File: src/qmc_pkg.sv
// ----------------------------------------------------------------------------
// qmc_pkg
// Types, constants and helpers shared by the measure-and-collapse block.
// ----------------------------------------------------------------------------
`default_nettype none
package qmc_pkg;

   localparam int MAX_QUBITS_DEF = 5;
   localparam int AMP_W    = 16;     // Q1.14 component width
   localparam int IDX_W    = 5;      // basis index width
   localparam int ACC_W    = 40;     // exact sum of Q.32 squared magnitudes
   localparam int P0_W     = 24;     // prob0 in Q.16
   localparam int P1_W     = 17;
   localparam int PZ_W     = 18;
   localparam int THR_W    = 16;
   localparam int QC_W     = 3;
   localparam int ROOT_W   = 20;     // sqrt(P * 2^16)
   localparam int QUOT_W   = 33;     // dividend width for the scaling
   localparam int OPND_W   = 40;     // shift register of the iterative unit
   localparam int REM_W    = 24;
   localparam int SQRT_STEPS = OPND_W / 2;
   localparam int CNT_W    = 6;

   typedef enum logic [1:0] {
      CSR_QUBIT_COUNT = 2'd0,
      CSR_ZERO_THR    = 2'd1
   } csr_index_type;

   typedef enum logic {
      OP_LOAD    = 1'b0,
      OP_MEASURE = 1'b1
   } op_type;

   typedef enum logic [3:0] {
      ST_IDLE, ST_SUM_WAIT, ST_SUM_RE, ST_SUM_IM, ST_SUM_ADD, ST_PROB,
      ST_BR_START, ST_SQRT, ST_EL_WAIT, ST_EL_CHECK, ST_DIV_RE, ST_DIV_IM,
      ST_OUT
   } state_type;

   typedef enum logic {
      MODE_DIV  = 1'b0,
      MODE_SQRT = 1'b1
   } unit_mode_type;

   typedef struct packed {
      logic          start;
      unit_mode_type mode;
   } unit_req_type;

   typedef struct packed {
      logic busy;
      logic done;
   } unit_status_type;

   // Saturates a rounded quotient to a signed Q1.14 component.
   function automatic logic [AMP_W-1:0] sat_amp(input logic [QUOT_W-1:0] q,
                                                input logic neg);
      logic [QUOT_W-1:0] lim;
      logic [AMP_W-1:0]  r;
      lim = QUOT_W'(1) << (AMP_W - 1);
      if (neg) begin
         if (q > lim) r = {1'b1, {(AMP_W-1){1'b0}}};
         else         r = AMP_W'(~q + QUOT_W'(1));
      end else begin
         if (q >= lim) r = {1'b0, {(AMP_W-1){1'b1}}};
         else          r = q[AMP_W-1:0];
      end
      return r;
   endfunction

endpackage
`default_nettype wire

File: src/qmc_if.sv
// ----------------------------------------------------------------------------
// qmc_req_if / qmc_rsp_if
// Valid/ready channels for requests and collapsed amplitudes.
// ----------------------------------------------------------------------------
`default_nettype none
interface qmc_req_if;
   logic        valid;
   logic        ready;
   logic        op;
   logic [4:0]  amp_index;
   logic signed [15:0] amp_re;
   logic signed [15:0] amp_im;
   logic [2:0]  qubit;
   modport source (output valid, op, amp_index, amp_re, amp_im, qubit, input ready);
   modport sink   (input valid, op, amp_index, amp_re, amp_im, qubit, output ready);
endinterface

interface qmc_rsp_if;
   logic        valid;
   logic        ready;
   logic        branch;
   logic [4:0]  out_index;
   logic signed [15:0] out_re;
   logic signed [15:0] out_im;
   logic [17:0] prob_zero;
   logic        degenerate;
   logic        last;
   modport source (output valid, branch, out_index, out_re, out_im, prob_zero,
                   degenerate, last, input ready);
   modport sink   (input valid, branch, out_index, out_re, out_im, prob_zero,
                   degenerate, last, output ready);
endinterface
`default_nettype wire

File: src/single_qubit_measure_collapse_top.sv
// A load writes one amplitude into the store. A measure over n qubits first
// sums the squared magnitudes of the zero side, then per branch takes a square
// root (none when degenerate) and per index scales each selected amplitude by division.
// The block takes one item at a time; the square-root/divide unit is shared.
// Reset clears state, qubit count, threshold and prob0, not the amplitude store.
// ----------------------------------------------------------------------------
// single_qubit_measure_collapse_top
// Loads a state vector, measures one qubit and emits both collapsed branches.
// ----------------------------------------------------------------------------
`default_nettype none
module single_qubit_measure_collapse_top import qmc_pkg::*; #(
   parameter int MAX_QUBITS = MAX_QUBITS_DEF
) (
   input  wire logic               clock,
   input  wire logic               reset,
   qmc_req_if.sink                 req_ch,
   qmc_rsp_if.source               rsp_ch,
   input  wire logic               csr_we,
   input  wire logic [1:0]         csr_index,
   input  wire logic [THR_W-1:0]   csr_wdata
);
   localparam int SW    = MAX_QUBITS;
   localparam int DEPTH = 1 << MAX_QUBITS;

   logic [2*AMP_W-1:0] mem [DEPTH];
   logic [2*AMP_W-1:0] rd_ff;

   state_type          state_ff, state_in;
   logic [QC_W-1:0]    qc_ff;
   logic [THR_W-1:0]   thr_ff;
   logic [IDX_W-1:0]   mask_ff, mask_in, last_ff, last_in, idx_ff, idx_in;
   logic [ACC_W-1:0]   acc_ff, acc_in;
   logic [30:0]        prod_ff, prod_in;
   logic [P0_W-1:0]    p0_ff, p0_in;
   logic [P1_W-1:0]    p1_ff, p1_in;
   logic               branch_ff, branch_in, degen_ff, degen_in;
   logic [ROOT_W-1:0]  s_ff, s_in;
   logic [AMP_W-1:0]   ore_ff, ore_in, oim_ff, oim_in;

   logic [QC_W-1:0]    n_eff;
   logic [ACC_W:0]     rnd;
   logic [P0_W-1:0]    pcur;
   logic               sel, bit_set;
   logic signed [2*AMP_W-1:0] sq;
   logic signed [AMP_W-1:0]   cur;
   logic [AMP_W:0]     ext, mag;
   logic [QUOT_W-1:0]  num;

   unit_req_type       ureq;
   unit_status_type    ustat;
   logic [OPND_W-1:0]  uopnd;
   logic [QUOT_W-1:0]  ures;

   qmc_divsqrt u_unit (
      .clock   (clock),
      .reset   (reset),
      .req     (ureq),
      .opnd    (uopnd),
      .divisor ({s_ff, 1'b0}),
      .status  (ustat),
      .result  (ures)
   );

   always_ff @(posedge clock) begin
      if (req_ch.valid && req_ch.ready && req_ch.op == OP_LOAD) begin
         mem[req_ch.amp_index[SW-1:0]] <= {req_ch.amp_re, req_ch.amp_im};
      end
      rd_ff <= mem[idx_ff[SW-1:0]];
   end

   always_comb begin
      if (qc_ff == '0)                       n_eff = QC_W'(1);
      else if (qc_ff > QC_W'(MAX_QUBITS))    n_eff = QC_W'(MAX_QUBITS);
      else                                   n_eff = qc_ff;
   end

   assign bit_set = (idx_ff & mask_ff) != '0;
   assign rnd     = {1'b0, acc_ff} + (ACC_W+1)'(32768);
   assign pcur    = branch_ff ? P0_W'(p1_ff) : p0_ff;
   assign cur     = (state_ff == ST_EL_CHECK) ? rd_ff[2*AMP_W-1 -: AMP_W]
                                              : rd_ff[AMP_W-1:0];
   assign ext     = {cur[AMP_W-1], cur};
   assign mag     = ext[AMP_W] ? (~ext + (AMP_W+1)'(1)) : ext;
   assign num     = {mag[AMP_W-1:0], 17'b0} + QUOT_W'(s_ff);

   always_comb begin
      state_in  = state_ff;
      mask_in   = mask_ff;
      last_in   = last_ff;
      idx_in    = idx_ff;
      acc_in    = acc_ff;
      prod_in   = prod_ff;
      p0_in     = p0_ff;
      p1_in     = p1_ff;
      branch_in = branch_ff;
      degen_in  = degen_ff;
      s_in      = s_ff;
      ore_in    = ore_ff;
      oim_in    = oim_ff;
      ureq      = '{start: 1'b0, mode: MODE_DIV};
      uopnd     = {num, 7'b0};
      sq        = '0;
      sel       = bit_set == branch_ff;
      case (state_ff)
         ST_IDLE: begin
            if (req_ch.valid && req_ch.op == OP_MEASURE && req_ch.qubit < n_eff) begin
               mask_in  = IDX_W'(1) << (n_eff - QC_W'(1) - req_ch.qubit);
               last_in  = IDX_W'((6'd1 << n_eff) - 6'd1);
               idx_in   = '0;
               acc_in   = '0;
               state_in = ST_SUM_WAIT;
            end
         end
         ST_SUM_WAIT: state_in = ST_SUM_RE;
         ST_SUM_RE: begin
            sq       = $signed(rd_ff[2*AMP_W-1 -: AMP_W]) * $signed(rd_ff[2*AMP_W-1 -: AMP_W]);
            prod_in  = sq[30:0];
            state_in = ST_SUM_IM;
         end
         ST_SUM_IM: begin
            sq       = $signed(rd_ff[AMP_W-1:0]) * $signed(rd_ff[AMP_W-1:0]);
            prod_in  = sq[30:0];
            if (!bit_set) acc_in = acc_ff + ACC_W'({prod_ff, 4'b0});
            state_in = ST_SUM_ADD;
         end
         ST_SUM_ADD: begin
            if (!bit_set) acc_in = acc_ff + ACC_W'({prod_ff, 4'b0});
            if (idx_ff == last_ff) begin
               state_in = ST_PROB;
            end else begin
               idx_in   = idx_ff + IDX_W'(1);
               state_in = ST_SUM_WAIT;
            end
         end
         ST_PROB: begin
            p0_in     = rnd[ACC_W-1:16];
            p1_in     = (rnd[ACC_W-1:16] >= P0_W'(65536)) ? '0
                        : P1_W'(P0_W'(65536) - rnd[ACC_W-1:16]);
            branch_in = 1'b0;
            state_in  = ST_BR_START;
         end
         ST_BR_START: begin
            idx_in   = '0;
            degen_in = (pcur == '0) || (pcur < P0_W'(thr_ff));
            if ((pcur == '0) || (pcur < P0_W'(thr_ff))) begin
               state_in = ST_EL_WAIT;
            end else begin
               ureq     = '{start: 1'b1, mode: MODE_SQRT};
               uopnd    = {pcur, 16'b0};
               state_in = ST_SQRT;
            end
         end
         ST_SQRT: begin
            if (ustat.done) begin
               s_in     = ures[ROOT_W-1:0];
               state_in = ST_EL_WAIT;
            end
         end
         ST_EL_WAIT: state_in = ST_EL_CHECK;
         ST_EL_CHECK: begin
            if (sel && !degen_ff) begin
               ureq     = '{start: 1'b1, mode: MODE_DIV};
               state_in = ST_DIV_RE;
            end else begin
               ore_in   = '0;
               oim_in   = '0;
               state_in = ST_OUT;
            end
         end
         ST_DIV_RE: begin
            if (ustat.done) begin
               ore_in   = sat_amp(ures, rd_ff[2*AMP_W-1]);
               ureq     = '{start: 1'b1, mode: MODE_DIV};
               state_in = ST_DIV_IM;
            end
         end
         ST_DIV_IM: begin
            if (ustat.done) begin
               oim_in   = sat_amp(ures, rd_ff[AMP_W-1]);
               state_in = ST_OUT;
            end
         end
         ST_OUT: begin
            if (rsp_ch.ready) begin
               if (idx_ff == last_ff) begin
                  if (branch_ff) begin
                     state_in = ST_IDLE;
                  end else begin
                     branch_in = 1'b1;
                     state_in  = ST_BR_START;
                  end
               end else begin
                  idx_in   = idx_ff + IDX_W'(1);
                  state_in = ST_EL_WAIT;
               end
            end
         end
         default: state_in = ST_IDLE;
      endcase
   end

   always_ff @(posedge clock) begin
      if (reset) begin
         state_ff <= ST_IDLE;
         qc_ff    <= QC_W'(1);
         thr_ff   <= THR_W'(16);
         p0_ff    <= '0;
      end else begin
         state_ff <= state_in;
         p0_ff    <= p0_in;
         if (csr_we && csr_index == CSR_QUBIT_COUNT) qc_ff  <= csr_wdata[QC_W-1:0];
         if (csr_we && csr_index == CSR_ZERO_THR)    thr_ff <= csr_wdata;
      end
      mask_ff   <= mask_in;
      last_ff   <= last_in;
      idx_ff    <= idx_in;
      acc_ff    <= acc_in;
      prod_ff   <= prod_in;
      p1_ff     <= p1_in;
      branch_ff <= branch_in;
      degen_ff  <= degen_in;
      s_ff      <= s_in;
      ore_ff    <= ore_in;
      oim_ff    <= oim_in;
   end

   assign req_ch.ready      = state_ff == ST_IDLE;
   assign rsp_ch.valid      = state_ff == ST_OUT;
   assign rsp_ch.branch     = branch_ff;
   assign rsp_ch.out_index  = idx_ff;
   assign rsp_ch.out_re     = ore_ff;
   assign rsp_ch.out_im     = oim_ff;
   assign rsp_ch.prob_zero  = (p0_ff > P0_W'(262143)) ? '1 : p0_ff[PZ_W-1:0];
   assign rsp_ch.degenerate = degen_ff;
   assign rsp_ch.last       = branch_ff && (idx_ff == last_ff);

   // A degenerate branch never carries a non-zero amplitude.
   a_degen_zero: assert property (@(posedge clock) disable iff (reset)
      rsp_ch.valid && rsp_ch.degenerate |-> rsp_ch.out_re == '0 && rsp_ch.out_im == '0)
      else $error("degenerate beat with non-zero amplitude");
   a_last_branch: assert property (@(posedge clock) disable iff (reset)
      rsp_ch.valid && rsp_ch.last |-> rsp_ch.branch)
      else $error("last flagged outside branch one");
   a_unit_idle: assert property (@(posedge clock) disable iff (reset)
      state_ff == ST_IDLE |-> !ustat.busy)
      else $error("shared unit busy while idle");
endmodule
`default_nettype wire

File: src/qmc_divsqrt.sv
// ----------------------------------------------------------------------------
// qmc_divsqrt
// Shared restoring unit: integer square root two bits a cycle, or division
// one quotient bit a cycle, through a single compare-and-subtract.
// ----------------------------------------------------------------------------
`default_nettype none
module qmc_divsqrt import qmc_pkg::*; (
   input  wire logic                clock,
   input  wire logic                reset,
   input  wire unit_req_type        req,
   input  wire logic [OPND_W-1:0]   opnd,     // radicand, or dividend left-aligned
   input  wire logic [ROOT_W:0]     divisor,
   output      unit_status_type     status,
   output      logic [QUOT_W-1:0]   result
);
   logic                busy_ff, busy_in;
   logic                done_ff, done_in;
   unit_mode_type       mode_ff, mode_in;
   logic [CNT_W-1:0]    cnt_ff, cnt_in;
   logic [OPND_W-1:0]   op_ff, op_in;
   logic [REM_W-1:0]    rem_ff, rem_in;
   logic [QUOT_W-1:0]   res_ff, res_in;
   logic [REM_W-1:0]    shifted, trial;
   logic [REM_W:0]      diff;
   logic                ge;

   always_comb begin
      if (mode_ff == MODE_SQRT) begin
         shifted = {rem_ff[REM_W-3:0], op_ff[OPND_W-1 -: 2]};
         trial   = {res_ff[REM_W-3:0], 2'b01};
      end else begin
         shifted = {rem_ff[REM_W-2:0], op_ff[OPND_W-1]};
         trial   = REM_W'(divisor);
      end
      diff = {1'b0, shifted} - {1'b0, trial};
      ge   = !diff[REM_W];

      busy_in = busy_ff;
      done_in = 1'b0;
      mode_in = mode_ff;
      cnt_in  = cnt_ff;
      op_in   = op_ff;
      rem_in  = rem_ff;
      res_in  = res_ff;
      if (req.start) begin
         busy_in = 1'b1;
         mode_in = req.mode;
         op_in   = opnd;
         rem_in  = '0;
         res_in  = '0;
         cnt_in  = (req.mode == MODE_SQRT) ? CNT_W'(SQRT_STEPS) : CNT_W'(QUOT_W);
      end else if (busy_ff) begin
         rem_in = ge ? diff[REM_W-1:0] : shifted;
         res_in = {res_ff[QUOT_W-2:0], ge};
         op_in  = (mode_ff == MODE_SQRT) ? {op_ff[OPND_W-3:0], 2'b00}
                                         : {op_ff[OPND_W-2:0], 1'b0};
         cnt_in = cnt_ff - CNT_W'(1);
         if (cnt_ff == CNT_W'(1)) begin
            busy_in = 1'b0;
            done_in = 1'b1;
         end
      end
   end

   always_ff @(posedge clock) begin
      if (reset) begin
         busy_ff <= 1'b0;
         done_ff <= 1'b0;
      end else begin
         busy_ff <= busy_in;
         done_ff <= done_in;
      end
      mode_ff <= mode_in;
      cnt_ff  <= cnt_in;
      op_ff   <= op_in;
      rem_ff  <= rem_in;
      res_ff  <= res_in;
   end

   assign status = '{busy: busy_ff, done: done_ff};
   assign result = res_ff;
endmodule
`default_nettype wire
File: src/flat_wrapper.sv
// flat-port wrapper written by rule: the top's interface ports become plain ports
module single_qubit_measure_collapse_top_flat import qmc_pkg::*;
#(
   parameter int MAX_QUBITS = MAX_QUBITS_DEF
)
  (clock, reset, csr_we, csr_index, csr_wdata, req_ch_valid, req_ch_op, req_ch_amp_index, req_ch_amp_re, req_ch_amp_im, req_ch_qubit, req_ch_ready, rsp_ch_valid, rsp_ch_branch, rsp_ch_out_index, rsp_ch_out_re, rsp_ch_out_im, rsp_ch_prob_zero, rsp_ch_degenerate, rsp_ch_last, rsp_ch_ready);
  qmc_req_if req_ch_i ();
  qmc_rsp_if rsp_ch_i ();
  input  wire logic clock;
  input  wire logic reset;
  input  wire logic csr_we;
  input  wire logic [1:0] csr_index;
  input  wire logic [THR_W-1:0] csr_wdata;
  input wire logic [$bits(req_ch_i.valid)-1:0] req_ch_valid;
  input wire logic [$bits(req_ch_i.op)-1:0] req_ch_op;
  input wire logic [$bits(req_ch_i.amp_index)-1:0] req_ch_amp_index;
  input wire logic [$bits(req_ch_i.amp_re)-1:0] req_ch_amp_re;
  input wire logic [$bits(req_ch_i.amp_im)-1:0] req_ch_amp_im;
  input wire logic [$bits(req_ch_i.qubit)-1:0] req_ch_qubit;
  output wire logic [$bits(req_ch_i.ready)-1:0] req_ch_ready;
  output wire logic [$bits(rsp_ch_i.valid)-1:0] rsp_ch_valid;
  output wire logic [$bits(rsp_ch_i.branch)-1:0] rsp_ch_branch;
  output wire logic [$bits(rsp_ch_i.out_index)-1:0] rsp_ch_out_index;
  output wire logic [$bits(rsp_ch_i.out_re)-1:0] rsp_ch_out_re;
  output wire logic [$bits(rsp_ch_i.out_im)-1:0] rsp_ch_out_im;
  output wire logic [$bits(rsp_ch_i.prob_zero)-1:0] rsp_ch_prob_zero;
  output wire logic [$bits(rsp_ch_i.degenerate)-1:0] rsp_ch_degenerate;
  output wire logic [$bits(rsp_ch_i.last)-1:0] rsp_ch_last;
  input wire logic [$bits(rsp_ch_i.ready)-1:0] rsp_ch_ready;
  assign req_ch_i.valid = req_ch_valid;
  assign req_ch_i.op = req_ch_op;
  assign req_ch_i.amp_index = req_ch_amp_index;
  assign req_ch_i.amp_re = req_ch_amp_re;
  assign req_ch_i.amp_im = req_ch_amp_im;
  assign req_ch_i.qubit = req_ch_qubit;
  assign req_ch_ready = req_ch_i.ready;
  assign rsp_ch_valid = rsp_ch_i.valid;
  assign rsp_ch_branch = rsp_ch_i.branch;
  assign rsp_ch_out_index = rsp_ch_i.out_index;
  assign rsp_ch_out_re = rsp_ch_i.out_re;
  assign rsp_ch_out_im = rsp_ch_i.out_im;
  assign rsp_ch_prob_zero = rsp_ch_i.prob_zero;
  assign rsp_ch_degenerate = rsp_ch_i.degenerate;
  assign rsp_ch_last = rsp_ch_i.last;
  assign rsp_ch_i.ready = rsp_ch_ready;
  single_qubit_measure_collapse_top #(.MAX_QUBITS(MAX_QUBITS)) u_core (.clock(clock), .reset(reset), .req_ch(req_ch_i), .rsp_ch(rsp_ch_i), .csr_we(csr_we), .csr_index(csr_index), .csr_wdata(csr_wdata));
endmodule
File: config.mk
export PLATFORM = sky130hd
export DESIGN_NAME = single_qubit_measure_collapse_top_flat
export DESIGN_NICKNAME = d
export VERILOG_FILES = /design/src/qmc_pkg.sv /design/src/qmc_if.sv /design/src/single_qubit_measure_collapse_top.sv /design/src/qmc_divsqrt.sv /design/src/flat_wrapper.sv
export SDC_FILE = /design/constraint.sdc
export NUM_CORES = 2
export LEC_CHECK = 0
export ABC_AREA = 1
export ABC_CLOCK_PERIOD_IN_PS = 8960
export BUFFER_PORTS_ARGS = -buffer_cell sky130_fd_sc_hd__buf_2
export CAP_MARGIN = 30
export CORE_MARGIN = 2
export CORE_UTILIZATION = 51
export CTS_CLUSTER_DIAMETER = 150
export DETAILED_ROUTE_END_ITERATION = 8
export HOLD_SLACK_MARGIN = 0.1
export PLACE_DENSITY = 0.77
export SKIP_LAST_GASP = 1
export SLEW_MARGIN = 20
export SYNTH_ARGS = -nofsm -noshare
export SYNTH_HDL_FRONTEND = slang
export SYNTH_SLANG_ARGS = --single-unit
File: constraint.sdc
create_clock -name clock -period 8.96 [get_ports clock]
set_clock_uncertainty 0.2 [all_clocks]
set_input_delay 0 -clock clock [delete_from_list [all_inputs] [get_ports clock]]
set_output_delay 0 -clock clock [all_outputs]
set_load 0.01 [all_outputs]
==> out/results.ini <==
[floorplanning]
start_util=0.513
io_pins=124
coreArea_um2=149000
core.rowCount=142
die_h_um=392
die_area_um2=153000
die_w_um=392

[grt]
antenna_found_initial=15
grt_pass1_vias=56500
grt_pass1_wl_mm=323
grt_overflow_total=0
track_usage=0.275
grt_max_degree=222

[flow_run]
cap_violations=0

[route]
num_vias=57100
route.detailed.vias_per_inst=5.83
wl_per_cell_um=21.6
drtAntennaViolNets=0
drc=0
drt_iter0_drc=7136
wl_mm=211
drt-pass1-iter-count=7

[placed_design]
gp_congestion=0.955
dpl_cell_area_um2=79300
pre_cts_ws_ns=1.86
io_buffers=123
hpwl_mm=131
dp_cells=9377

[final_layout]
fin_nets=8440
ff_latch_area_um2=39300
multi_input_area_um2=31800
final.fill_count=12100
stdcell_area_um2=85600
final_layout_size_suffix_gt1_frac=0.0712
area_delta_synth_final_pct=11.7
final_cells=9793

[clock_tree]
h-tree-depth=4
clk_pin_slew_worst_paths_ns=0.07
numCtsBuffers=134
root_buffer=clkbuf_16
cts_tree=done
post-cts-setup-buffers=0
insertion_delay_ns=0.80
cts_buffer_depth=3
clock-sinks=1353

[synth]
synth_edf_count=1216
synth_largest_area_cell=edfxtp_1
postSynth.asyncResetShare=0
yosys_warnings=0
ys_ff_latch=1353
synth_cell_types=62
synthTopCellsByArea=edfxtp_1 (48%), fa_1 (12%), inv_1 (5.6%), o21ai_0 (5.6%), nand2_1 (4.8%)
synth_top_area_frac=0.477
synthesis.area_um2=76600
postSynthAreaPerCell_um2=10.2
synth_cells=7526
ys.flop_type=edfxtp_1
synth_fp_nets=8301
seq_area_frac_synth=0.513

[worst_setup_path]
crit_required_ns=9.27
critical_path_class=reg2reg
crit_slowest_cell=dfxtp_1
arrival_ns=7.43
reg2reg_depth=26
end_kind=flip-flop
r2r_start=u_core.rd_ff[18]$_DFF_P_
start_kind=flip-flop
r2r_slack_ns=1.84
reg2reg_to=u_core.prod_ff[29]$_DFFE_PP_
critPathTopFamily=adder cells
critPathBufInv=6
crit_fanout=18
max_stage_delay_ns=0.90

[hold_path]
min_from=req_ch_amp_re[0]
whs_endpoint=u_core.mem[30][16]$_DFFE_PP_
worstHoldPathCells=2
hold_path_class=in2reg

[sta]
setup_violations=0
hold_viol=0
finalCriticalPeriod_ns=7.12
rsz0062_at_grt=false
drv_slew=0
setup_slack_ns=1.84
fmax_mhz=140
tightest_slew_ns=1.12
fin_crit_sh=0.795
tns_ns=0
max-slew-margin-rel=0.244

[status]
status=finished clean

metrics by stage:
| stage | hold slack, ns | util |
|---|---|---|
| 6_report | 0.143 | 0.573 |
| 5_1_grt | 0.147 | 0.573 |
| 4_1_cts | 0.101 | 0.571 |
| 3_5_place_dp | 0.0424 | 0.531 |
| 3_3_place_gp | 0.0247 | 0.530 |
| 2_1_floorplan | -0.101 | - |
cells in the mapped netlist (all sizes together) (101+ instances only):
library cell	n
o21ai	863
edfxtp	1216
nand3	203
dfxtp	137
ha	249
nand2	1000
o221ai	101
fa	462
clkbuf	321
inv	1160
nor2	823
o22ai	207
a21oi	279
registers in the layout (all words and copies together), names as in the netlist, 6 cells and up:
register              count
u_core.mem             1024
u_core.acc_ff            36
u_core.u_unit.op_ff      33
u_core.u_unit.result     33
u_core.rd_ff             32
u_core.prod_ff           30
u_core.p0_ff             24
u_core.u_unit.rem_ff     23
u_core.s_ff              20
u_core.p1_ff             17
u_core.rsp_ch.out_im     16
u_core.rsp_ch.out_re     16
u_core.thr_ff            16
u_core.u_unit.cnt_ff      6
routing by layer:
layer / wire, µm / GRT usage / part of all wire
met1: 81100 / 0.360 / 0.38
met2: 99300 / 0.444 / 0.47
met3: 21400 / 0.0558 / 0.10
met4: 9440 / 0.120 / 0.045
met5: 83 / 0 / 0.00039
layout make-up:
| class | count | area share |
|---|---|---|
| flip-flops and latches | 1353 | 0.459 |
| multi-input cells | 4640 | 0.372 |
| diodes | 11 | 0.000322 |
| clock buffers | 167 | 0.0422 |
| well taps | 2016 | 0.0295 |
| clock inverters | 70 | 0.0104 |
| inverters | 1164 | 0.0512 |
| repair buffers | 372 | 0.0359 |
how the worst max path moves through the flow:
stage | cells after the start | startpoint | end
floorplan | 28 | u_core.rd_ff[17]$_DFF_P_ | u_core.prod_ff[29]$_DFFE_PP_
global placement | 23 | u_core.rd_ff[31]$_DFF_P_ | u_core.prod_ff[23]$_DFFE_PP_
detailed placement | 23 | u_core.rd_ff[31]$_DFF_P_ | u_core.prod_ff[23]$_DFFE_PP_
CTS | 23 | u_core.rd_ff[31]$_DFF_P_ | u_core.prod_ff[23]$_DFFE_PP_
global route | 26 | u_core.rd_ff[31]$_DFF_P_ | u_core.prod_ff[29]$_DFFE_PP_
finish | 26 | u_core.rd_ff[18]$_DFF_P_ | u_core.prod_ff[29]$_DFFE_PP_
timing repair:
action,in CTS,in global routing
setup endpoints to repair,0,0
resized for setup,0,0
hold endpoints to repair,1424,0
hold buffers,150,0
cell usage in the layout (no fill, tap or decap), types with 10 or more instances in the layout:
cell type / instances
nor3_1: 43
inv_1: 1143
nand4_1: 65
o211ai_1: 64
nor2_4: 40
clkbuf_1: 22
o21ai_0: 849
nand3b_1: 10
o21bai_1: 13
a31oi_1: 22
diode_2: 11
dlygate4sd3_1: 148
o21a_1: 10
ha_1: 249
nand2_1: 987
a21o_1: 14
or2_2: 39
xnor2_1: 43
xor2_1: 61
nand2_2: 11
inv_2: 15
nand3_1: 201
clkbuf_16: 136
buf_4: 72
clkinv_2: 16
nor2_1: 774
buf_2: 125
o22ai_1: 206
nor4_1: 14
edfxtp_1: 1216
o221ai_1: 101
buf_8: 13
dfxtp_1: 137
bufinv_16: 15
clkinv_1: 25
a21oi_1: 279
fa_1: 462
kinds of logic (layout without fill, tap and decap cells):
kind of cell             after synthesis  after routing  share of synthesized area
AND/OR/NAND/NOR                     2214           2214                      0.119
AO/OA/AOI/OAI                       1609           1609                      0.119
buffers and inverters               1533           1773                     0.0759
flip-flops                          1353           1353                      0.513
adder cells (fa/ha/maj)              711            711                      0.161
XOR/XNOR                             104            104                     0.0119
other                                  1             12                  0.0000490
multiplexers                           1              1                   0.000131
Power is not shown: default switching activity piles up to over one toggle a cycle in this logic, so the estimate is an artifact.
